==> src/rtl/ehx_pkg.sv <==
// Shared types and constants for the Ethernet/IPv4/L4 header extractor.
package ehx_pkg;

   localparam int COUNT_BITS = 16;
   localparam logic [COUNT_BITS-1:0] COUNT_MAX = '1;

   localparam int QUEUE_DEPTH = 2;
   localparam int QPTR_BITS = (QUEUE_DEPTH > 1) ? $clog2(QUEUE_DEPTH) : 1;
   localparam int QCNT_BITS = $clog2(QUEUE_DEPTH + 1);

   localparam logic [15:0] ETHERTYPE_IPV4 = 16'h0800;
   localparam logic [7:0] PROTO_TCP = 8'd6;
   localparam logic [7:0] PROTO_UDP = 8'd17;
   localparam int ETH_HDR_BYTES = 14;
   localparam int IPV4_MIN_FRAME = 34;
   localparam logic [3:0] IPV4_VERSION = 4'd4;
   localparam logic [3:0] IHL_MIN = 4'd5;
   localparam int TCP_HDR_BYTES = 20;
   localparam int UDP_HDR_BYTES = 8;
   localparam int TCP_FLAGS_OFFSET = 13;
   localparam int L4_OFF_BITS = 7;

   typedef enum logic [1:0] {
      L4_NONE = 2'd0,
      L4_TCP  = 2'd1,
      L4_UDP  = 2'd2
   } l4_kind_type;

   typedef struct packed {
      logic [COUNT_BITS-1:0] byte_count;
      logic [15:0]           ether_type;
      logic [7:0]            version_ihl;
      logic [7:0]            protocol_num;
      logic [47:0]           dst_mac;
      logic [47:0]           src_mac;
      logic [15:0]           total_len;
      logic [31:0]           src_ip;
      logic [31:0]           dst_ip;
      logic [31:0]           ports;
      logic [7:0]            flags;
   } frame_rec_type;

   typedef struct packed {
      logic [7:0]  l4_flags;
      logic [15:0] l4_dport;
      logic [15:0] l4_sport;
      logic [31:0] dst_ip;
      logic [31:0] src_ip;
      logic [15:0] ipv4_len;
      logic [47:0] eth_src;
      logic [47:0] eth_dst;
      l4_kind_type l4_kind;
      logic        is_ipv4;
      logic        has_eth;
      logic        valid_res;
   } result_type;

   localparam int RSP_DATA_BITS = (($bits(result_type) + 7) / 8) * 8;

   typedef struct packed {
      logic          valid;
      frame_rec_type rec;
   } queue_head_type;

   function automatic logic [L4_OFF_BITS-1:0] l4_offset(input logic [3:0] ihl);
      l4_offset = L4_OFF_BITS'(ETH_HDR_BYTES) + {1'b0, ihl, 2'b00};
   endfunction

endpackage

==> src/rtl/ehx_front.sv <==
// Front end: counts frame bytes and captures header fields into a frame record.
module ehx_front (
   input  logic                  clock,
   input  logic                  reset,
   input  logic                  byte_accept,
   input  logic [7:0]            data_byte,
   input  logic                  last_byte,
   output logic                  rec_push,
   output ehx_pkg::frame_rec_type rec_data
);

   localparam int CB = ehx_pkg::COUNT_BITS;

   ehx_pkg::frame_rec_type rec_ff, rec_in, rec_cap;
   logic [CB-1:0] p;
   logic [ehx_pkg::L4_OFF_BITS-1:0] l4_off;
   logic [CB-1:0] l4_start;

   assign p = rec_ff.byte_count;
   assign l4_off = ehx_pkg::l4_offset(rec_ff.version_ihl[3:0]);
   assign l4_start = CB'(l4_off);

   always_comb begin
      rec_cap = rec_ff;
      if (p != ehx_pkg::COUNT_MAX) begin
         if (p < CB'(6)) begin
            rec_cap.dst_mac = {rec_ff.dst_mac[39:0], data_byte};
         end else if (p < CB'(12)) begin
            rec_cap.src_mac = {rec_ff.src_mac[39:0], data_byte};
         end else if (p < CB'(14)) begin
            rec_cap.ether_type = {rec_ff.ether_type[7:0], data_byte};
         end else if (p == CB'(14)) begin
            rec_cap.version_ihl = data_byte;
         end else if (p == CB'(16) || p == CB'(17)) begin
            rec_cap.total_len = {rec_ff.total_len[7:0], data_byte};
         end else if (p == CB'(23)) begin
            rec_cap.protocol_num = data_byte;
         end else if (p >= CB'(26) && p < CB'(30)) begin
            rec_cap.src_ip = {rec_ff.src_ip[23:0], data_byte};
         end else if (p >= CB'(30) && p < CB'(34)) begin
            rec_cap.dst_ip = {rec_ff.dst_ip[23:0], data_byte};
         end
         if (p >= CB'(ehx_pkg::IPV4_MIN_FRAME)) begin
            if (p >= l4_start && p < l4_start + CB'(4)) begin
               rec_cap.ports = {rec_ff.ports[23:0], data_byte};
            end
            if (p == l4_start + CB'(ehx_pkg::TCP_FLAGS_OFFSET)) begin
               rec_cap.flags = data_byte;
            end
         end
         rec_cap.byte_count = p + CB'(1);
      end
   end

   always_comb begin
      rec_in = rec_ff;
      if (byte_accept) begin
         rec_in = last_byte ? '0 : rec_cap;
      end
   end

   assign rec_push = byte_accept && last_byte;
   assign rec_data = rec_cap;

   always_ff @(posedge clock) begin
      if (reset) begin
         rec_ff <= '0;
      end else begin
         rec_ff <= rec_in;
      end
   end

endmodule

==> src/rtl/ehx_queue.sv <==
// Short queue of finished frame records between the front and back ends.
module ehx_queue (
   input  logic                   clock,
   input  logic                   reset,
   input  logic                   push,
   input  ehx_pkg::frame_rec_type push_data,
   input  logic                   pop,
   output logic                   full,
   output ehx_pkg::queue_head_type head
);

   localparam int PB = ehx_pkg::QPTR_BITS;
   localparam int NB = ehx_pkg::QCNT_BITS;

   ehx_pkg::frame_rec_type mem_ff [ehx_pkg::QUEUE_DEPTH];
   logic [PB-1:0] wr_ptr_ff, wr_ptr_in, rd_ptr_ff, rd_ptr_in;
   logic [NB-1:0] count_ff, count_in;
   logic do_push, do_pop;

   assign full = (count_ff == NB'(ehx_pkg::QUEUE_DEPTH));
   assign head.valid = (count_ff != '0);
   assign head.rec = mem_ff[rd_ptr_ff];

   assign do_push = push && !full;
   assign do_pop = pop && head.valid;

   function automatic logic [PB-1:0] ptr_next(input logic [PB-1:0] ptr);
      ptr_next = (ptr == PB'(ehx_pkg::QUEUE_DEPTH - 1)) ? '0 : ptr + PB'(1);
   endfunction

   always_comb begin
      wr_ptr_in = do_push ? ptr_next(wr_ptr_ff) : wr_ptr_ff;
      rd_ptr_in = do_pop ? ptr_next(rd_ptr_ff) : rd_ptr_ff;
      count_in = count_ff;
      if (do_push && !do_pop) begin
         count_in = count_ff + NB'(1);
      end else if (do_pop && !do_push) begin
         count_in = count_ff - NB'(1);
      end
   end

   always_ff @(posedge clock) begin
      if (do_push) begin
         mem_ff[wr_ptr_ff] <= push_data;
      end
   end

   always_ff @(posedge clock) begin
      if (reset) begin
         wr_ptr_ff <= '0;
         rd_ptr_ff <= '0;
         count_ff <= '0;
      end else begin
         wr_ptr_ff <= wr_ptr_in;
         rd_ptr_ff <= rd_ptr_in;
         count_ff <= count_in;
      end
   end

`ifndef SYNTHESIS
   a_count_bound: assert property (@(posedge clock) disable iff (reset)
      count_ff <= NB'(ehx_pkg::QUEUE_DEPTH))
      else $error("queue count above depth");
   a_push_lands: assert property (@(posedge clock) disable iff (reset)
      do_push && !do_pop |=> count_ff != '0)
      else $error("pushed record not held in queue");
`endif

endmodule

==> src/rtl/ehx_back.sv <==
// Back end: applies the header checks to a frame record and holds the result.
module ehx_back (
   input  logic                    clock,
   input  logic                    reset,
   input  ehx_pkg::queue_head_type head,
   output logic                    pop,
   output logic                    rsp_valid,
   input  logic                    rsp_ready,
   output ehx_pkg::result_type     rsp_result
);

   localparam int CB = ehx_pkg::COUNT_BITS;

   ehx_pkg::result_type res, res_ff;
   logic rsp_valid_ff, rsp_valid_in;
   logic [3:0] ihl;
   logic [CB-1:0] caplen, l4_start;

   assign caplen = head.rec.byte_count;
   assign ihl = head.rec.version_ihl[3:0];
   assign l4_start = CB'(ehx_pkg::l4_offset(ihl));

   always_comb begin
      res = '0;
      res.l4_kind = ehx_pkg::L4_NONE;
      if (caplen >= CB'(ehx_pkg::ETH_HDR_BYTES)) begin
         res.has_eth = 1'b1;
         res.eth_dst = head.rec.dst_mac;
         res.eth_src = head.rec.src_mac;
         if (head.rec.ether_type == ehx_pkg::ETHERTYPE_IPV4) begin
            res.is_ipv4 = 1'b1;
            if (caplen >= CB'(ehx_pkg::IPV4_MIN_FRAME)
                && head.rec.version_ihl[7:4] == ehx_pkg::IPV4_VERSION
                && ihl >= ehx_pkg::IHL_MIN && caplen >= l4_start) begin
               res.ipv4_len = head.rec.total_len;
               res.src_ip = head.rec.src_ip;
               res.dst_ip = head.rec.dst_ip;
               if (head.rec.protocol_num == ehx_pkg::PROTO_TCP
                   && caplen >= l4_start + CB'(ehx_pkg::TCP_HDR_BYTES)) begin
                  res.l4_kind = ehx_pkg::L4_TCP;
                  res.l4_flags = head.rec.flags;
                  res.l4_sport = head.rec.ports[31:16];
                  res.l4_dport = head.rec.ports[15:0];
                  res.valid_res = 1'b1;
               end else if (head.rec.protocol_num == ehx_pkg::PROTO_UDP
                   && caplen >= l4_start + CB'(ehx_pkg::UDP_HDR_BYTES)) begin
                  res.l4_kind = ehx_pkg::L4_UDP;
                  res.l4_sport = head.rec.ports[31:16];
                  res.l4_dport = head.rec.ports[15:0];
                  res.valid_res = 1'b1;
               end
            end
         end
      end
   end

   assign pop = head.valid && (!rsp_valid_ff || rsp_ready);

   always_comb begin
      rsp_valid_in = rsp_valid_ff;
      if (pop) begin
         rsp_valid_in = 1'b1;
      end else if (rsp_ready) begin
         rsp_valid_in = 1'b0;
      end
   end

   always_ff @(posedge clock) begin
      if (pop) begin
         res_ff <= res;
      end
   end

   always_ff @(posedge clock) begin
      if (reset) begin
         rsp_valid_ff <= 1'b0;
      end else begin
         rsp_valid_ff <= rsp_valid_in;
      end
   end

   assign rsp_valid = rsp_valid_ff;
   assign rsp_result = res_ff;

endmodule

==> src/rtl/eth_ipv4_l4_header_extractor_unit.sv <==
// Top level of the Ethernet/IPv4/TCP-UDP header extractor.
// One byte request is accepted per clock while the record queue has room.
// A frame's record is queued on its last byte; its result is registered when popped.
// Two finished records can wait in the queue behind the output register.
// Reset clears the byte counter, all captured fields, the queue and the output valid.
module eth_ipv4_l4_header_extractor_unit (
   input  logic                              clock,
   input  logic                              reset,
   input  logic                              req_tvalid,
   output logic                              req_tready,
   input  logic [7:0]                        req_tdata,  // [7:0] data_byte
   input  logic                              req_tlast,  // last_byte
   output logic                              rsp_tvalid,
   input  logic                              rsp_tready,
   // [0] valid_res, [1] has_eth, [2] is_ipv4, [4:3] l4_kind, [52:5] eth_dst,
   // [100:53] eth_src, [116:101] ipv4_len, [148:117] src_ip,
   // [180:149] dst_ip, [196:181] l4_sport, [212:197] l4_dport,
   // [220:213] l4_flags, upper bits zero.
   output logic [ehx_pkg::RSP_DATA_BITS-1:0] rsp_tdata
);

   logic q_full, q_pop, rec_push, byte_accept;
   ehx_pkg::frame_rec_type rec_data;
   ehx_pkg::queue_head_type q_head;
   ehx_pkg::result_type rsp_result;

   assign req_tready = !q_full;
   assign byte_accept = req_tvalid && req_tready;

   ehx_front u_front (
      .clock       (clock),
      .reset       (reset),
      .byte_accept (byte_accept),
      .data_byte   (req_tdata),
      .last_byte   (req_tlast),
      .rec_push    (rec_push),
      .rec_data    (rec_data)
   );

   ehx_queue u_queue (
      .clock     (clock),
      .reset     (reset),
      .push      (rec_push),
      .push_data (rec_data),
      .pop       (q_pop),
      .full      (q_full),
      .head      (q_head)
   );

   ehx_back u_back (
      .clock      (clock),
      .reset      (reset),
      .head       (q_head),
      .pop        (q_pop),
      .rsp_valid  (rsp_tvalid),
      .rsp_ready  (rsp_tready),
      .rsp_result (rsp_result)
   );

   assign rsp_tdata = ehx_pkg::RSP_DATA_BITS'(rsp_result);

`ifndef SYNTHESIS
   a_valid_implies_ipv4: assert property (@(posedge clock) disable iff (reset)
      rsp_tvalid && rsp_result.valid_res |-> rsp_result.has_eth && rsp_result.is_ipv4)
      else $error("valid result without IPv4 header");
   a_kind_matches_valid: assert property (@(posedge clock) disable iff (reset)
      rsp_tvalid |-> rsp_result.valid_res == (rsp_result.l4_kind != ehx_pkg::L4_NONE))
      else $error("l4 kind disagrees with valid flag");
   a_last_gives_result: assert property (@(posedge clock) disable iff (reset)
      req_tvalid && req_tready && req_tlast |=> q_head.valid || rsp_tvalid)
      else $error("last byte produced no pending result");
`endif

endmodule

==> config.mk <==
export PLATFORM = sky130hd
export DESIGN_NAME = eth_ipv4_l4_header_extractor_unit
export DESIGN_NICKNAME = d
export VERILOG_FILES = /design/src/rtl/ehx_pkg.sv /design/src/rtl/ehx_front.sv /design/src/rtl/ehx_queue.sv /design/src/rtl/ehx_back.sv /design/src/rtl/eth_ipv4_l4_header_extractor_unit.sv
export SDC_FILE = /design/constraint.sdc
export NUM_CORES = 1
export LEC_CHECK = 0
export BUFFER_PORTS_ARGS = -buffer_cell sky130_fd_sc_hd__buf_2
export CAP_MARGIN = 20
export CORE_MARGIN = 3
export CORE_UTILIZATION = 60
export CTS_BUF_LIST = sky130_fd_sc_hd__clkbuf_8
export DETAILED_ROUTE_END_ITERATION = 8
export PLACE_DENSITY_LB_ADDON = 0.1
export SLEW_MARGIN = 20
export SYNTH_ARGS = -nofsm -noshare
export SYNTH_HDL_FRONTEND = slang
export SYNTH_SLANG_ARGS = --single-unit
==> constraint.sdc <==
create_clock -name clock -period 29.5 [get_ports clock]
set_input_delay 2.95 -clock clock [delete_from_list [all_inputs] [get_ports clock]]
set_output_delay 2.95 -clock clock [all_outputs]
set_load 0.01 [all_outputs]
==> impl_metrics.yaml <==
outcome:
  status: "finished clean"
setup_path:
  critPathSlowestCell: "buf_4"
  cp.buffers_inverters: 6
  path_delay_family: "buffers and inverters"
  cp-end-kind: "register"
  setup.worst_path.start_class: "primary input"
  max_stage_delay_ns: 0.78
  required_ns: 29.89
  cpMostUsedCell: "buf_4"
  arrival_ns: 6.18
  cp_cell_sequence: "buf_2, buf_4, nand2_1, nor2_4, buf_4, buf_4, buf_16, buf_4"
  critPathKind: "primary input to register"
  cp_max_fo: 67
floorplan:
  die_w_um: 264.1
  pin_count: 239
  rows: 93
  dieArea_mm2: 0.06973
  die_h_um: 264.1
  start_util_pct: 61.32
  core_mm2: 0.06516
timing:
  tightest_slew_ns: 1.103
  timing.fmax_ghz: 0.1728
  report.final.slew_viol_count: 0
  finalHoldViolations: 0
  maxSlewHeadroom_pct: 25.91
  setup_viol: 0
  final.setup.tns_ns: 0
  fin_crit_ns: 5.788
  clock-skew-final_ns: 0.01795
  whs_ns: 0.4759
  fin_crit_sh_pct: 19.62
  grt_setup_unrepaired: "false"
finish:
  mostFrequentLayoutCell: "edfxtp_1"
  stdcell_area_mm2: 0.04501
  fill_cells: 4561
  area_growth_pct: 12.63
  seq_area_mm2: 0.02784
  utilization_pct: 69.07
  final_net_count: 3067
  fin_cells: 4008
  final_cell_mix: "edfxtp_1, nor2_1, dfxtp_1"
  multi_input_area_mm2: 0.01127
  drive_above_1_share_pct: 24.14
clock_tree:
  postCtsSetupBuffers: 0
  cts_hold_buf: 0
  clk_pin_slew_ns: 0.06
  root_buffer: "clkbuf_8"
  cts_resized: 0
  cts_sinks: 1017
  clock_latency_ns: 0.78
  cts_buffers: 161
  cts_tree: "done"
  htree_levels: 4
  cts_buffer_depth: 3
pwr:
  power-per-cell-area_mw_per_mm2: 78.28
  irDropWorstVdd_mv: 0.04905
  clkPwrFrac_pct: 32.3
  combPwrFrac_pct: 15.8
  p_sw_uw: 960.2
  leakage_uw: 0.01656
  switching_share_pct: 27.25
  p_int_uw: 2563
  seqPwrFrac_pct: 51.9
placement:
  gp_congestion: 0.8117
  placed_cells: 3705
  portBuffers: 235
  place_area_mm2: 0.04180
  hpwlAfterDp_um: 51180
global_route:
  grt_pass1_vias: 23710
  grtUsageTotal_pct: 24.33
  antenna_found_initial: 5
  grt_pass1_wl_um: 133500
  gr-total-overflow: 0
  grt_max_degree: 96
yosys:
  ys.flop_type: "edfxtp_1"
  synth.distinct_cells: 69
  synth-edff-count: 747
  ys_seq_area_share_pct: 69.66
  syn_area_mm2: 0.03996
  ys_ff_latch: 1017
  netlist_instances: 2757
  async_reset_ff_share_pct: 0
  ys_warn_count: 0
  synth_area_per_cell_um2: 14.49
routing:
  ant_nets: 0
  vias_per_cell: 5.836
  initialDrtViolationCount: 2050
  drc: 0
  dr_total_vias: 23390
  wl_um: 85520
  wl_per_cell_um: 21.34
  firstDrtPassIters: 5
run:
  cap_violations: 0
min_path:
  hold_path_class: "register to register"
## worst paths after layout
kind | from | slack [ns] | endpoint | depth (start not counted)
hold / removal | u_front.rec_ff[209] | 0.48 | u_front.rec_ff[209] | 1
hold reg to reg | u_front.rec_ff[209] | 0.48 | u_front.rec_ff[209] | 1
setup reg to reg | register | 24.84 | u_back.rsp_result[101] | 9
setup / recovery | req_tlast | 23.71 | u_queue.mem_ff[0][208] | 8
## power groups by stage
| stage | clock network, uW | logic [uW] | registers [uW] |
|---|---|---|---|
| 5_1_grt | 1230 | 605 | 1850 |
| 3_3_place_gp | 0 | 555 | 1850 |
| 2_1_floorplan | 0 | 268 | 1960 |
| 4_1_cts | 1160 | 567 | 1830 |
| 6_report | 1140 | 557 | 1830 |
| 3_5_place_dp | 0 | 567 | 1860 |
## cells by family after synthesis
logic type | after synthesis | synth area share [%]
DFF | 1017 | 69.66
and+or+nand+nor | 618 | 6.986
other | 2 | 0.01879
buffers and inverters | 223 | 2.408
adders and majority gates | 39 | 1.221
muxes | 462 | 12.31
xor gates and xnor gates | 24 | 0.5260
AOI/OAI and AO/OA | 372 | 6.867
## worst register-to-register path, delay by kind of cell (launching register included)
kind / cells / cell delay, ns
compound gates: 1 / 0.31
flops: 1 / 0.72
buf+inv: 3 / 1.90
simple gates: 5 / 1.52
## final cells by class
type / instances / area share, %
timing repair buffer: 276 / 3.408
inverter: 40 / 0.3503
sequential: 1017 / 61.86
clock buffer: 189 / 5.779
multi-input combinational: 1519 / 25.03
antenna: 1 / 0.005560
tap: 855 / 2.377
clock inverter: 111 / 1.193
## routing by layer
metal / up-vias / part of all wire [%] / global-route usage (%)
met5: - / 0.013 / 0
met1: 11620 / 42 / 32.45
li1: 10890 / - / -
met2: 730 / 50 / 40.36
met3: 147 / 5.8 / 4.778
met4: 2 / 2.4 / 8.239
## per-stage QoR
stage,power [uW],setup slack [ns]
6_report,3523,23.71
2_1_floorplan,2230,14.31
3_3_place_gp,2409,22.70
4_1_cts,3561,23.45
5_1_grt,3683,23.49
3_5_place_dp,2424,22.60
## sequential cells by signal, indices dropped and copies added (netlist names), named ones only
signal,cells
u_queue.count_ff,2
u_queue.mem_ff,526
u_front.rec_ff,248
u_queue.wr_ptr_ff,1
u_queue.rd_ptr_ff,1
u_back.rsp_result,221
u_front.p,16
u_back.rsp_valid,1
## cells in the mapped netlist, types with 3 or more instances
master / instances / share of area (%)
mux2i_1: 226 / 5.7
a22o_1: 80 / 1.8
o22ai_1: 20 / 0.31
a22oi_1: 132 / 2.5
a21o_1: 8 / 0.15
buf_2: 49 / 0.61
edfxtp_1: 747 / 56
nand2_1: 52 / 0.49
o21ai_0: 36 / 0.45
buf_6: 4 / 0.11
nand4_1: 9 / 0.14
nor2b_1: 13 / 0.20
a31oi_1: 15 / 0.23
o41ai_1: 8 / 0.18
mux2_2: 236 / 6.7
or4bb_1: 3 / 0.085
dfxtp_1: 270 / 14
nor3_1: 36 / 0.45
a211oi_1: 4 / 0.075
nor3b_1: 5 / 0.094
nand3b_1: 3 / 0.056
xnor2_1: 13 / 0.28
inv_1: 38 / 0.36
nor4_1: 13 / 0.20
and2_1: 5 / 0.078
clkbuf_1: 102 / 0.96
a21oi_1: 27 / 0.34
ha_1: 39 / 1.2
nand2b_1: 27 / 0.42
o21ai_1: 3 / 0.038
xor2_1: 11 / 0.24
buf_1: 19 / 0.18
o21a_1: 6 / 0.11
o32ai_1: 16 / 0.35
or3_1: 13 / 0.20
and3_1: 4 / 0.063
buf_4: 9 / 0.17
nor2_1: 395 / 3.7
nor4b_1: 4 / 0.088
nand3_1: 21 / 0.26
(Power assumes the default switching activity.)
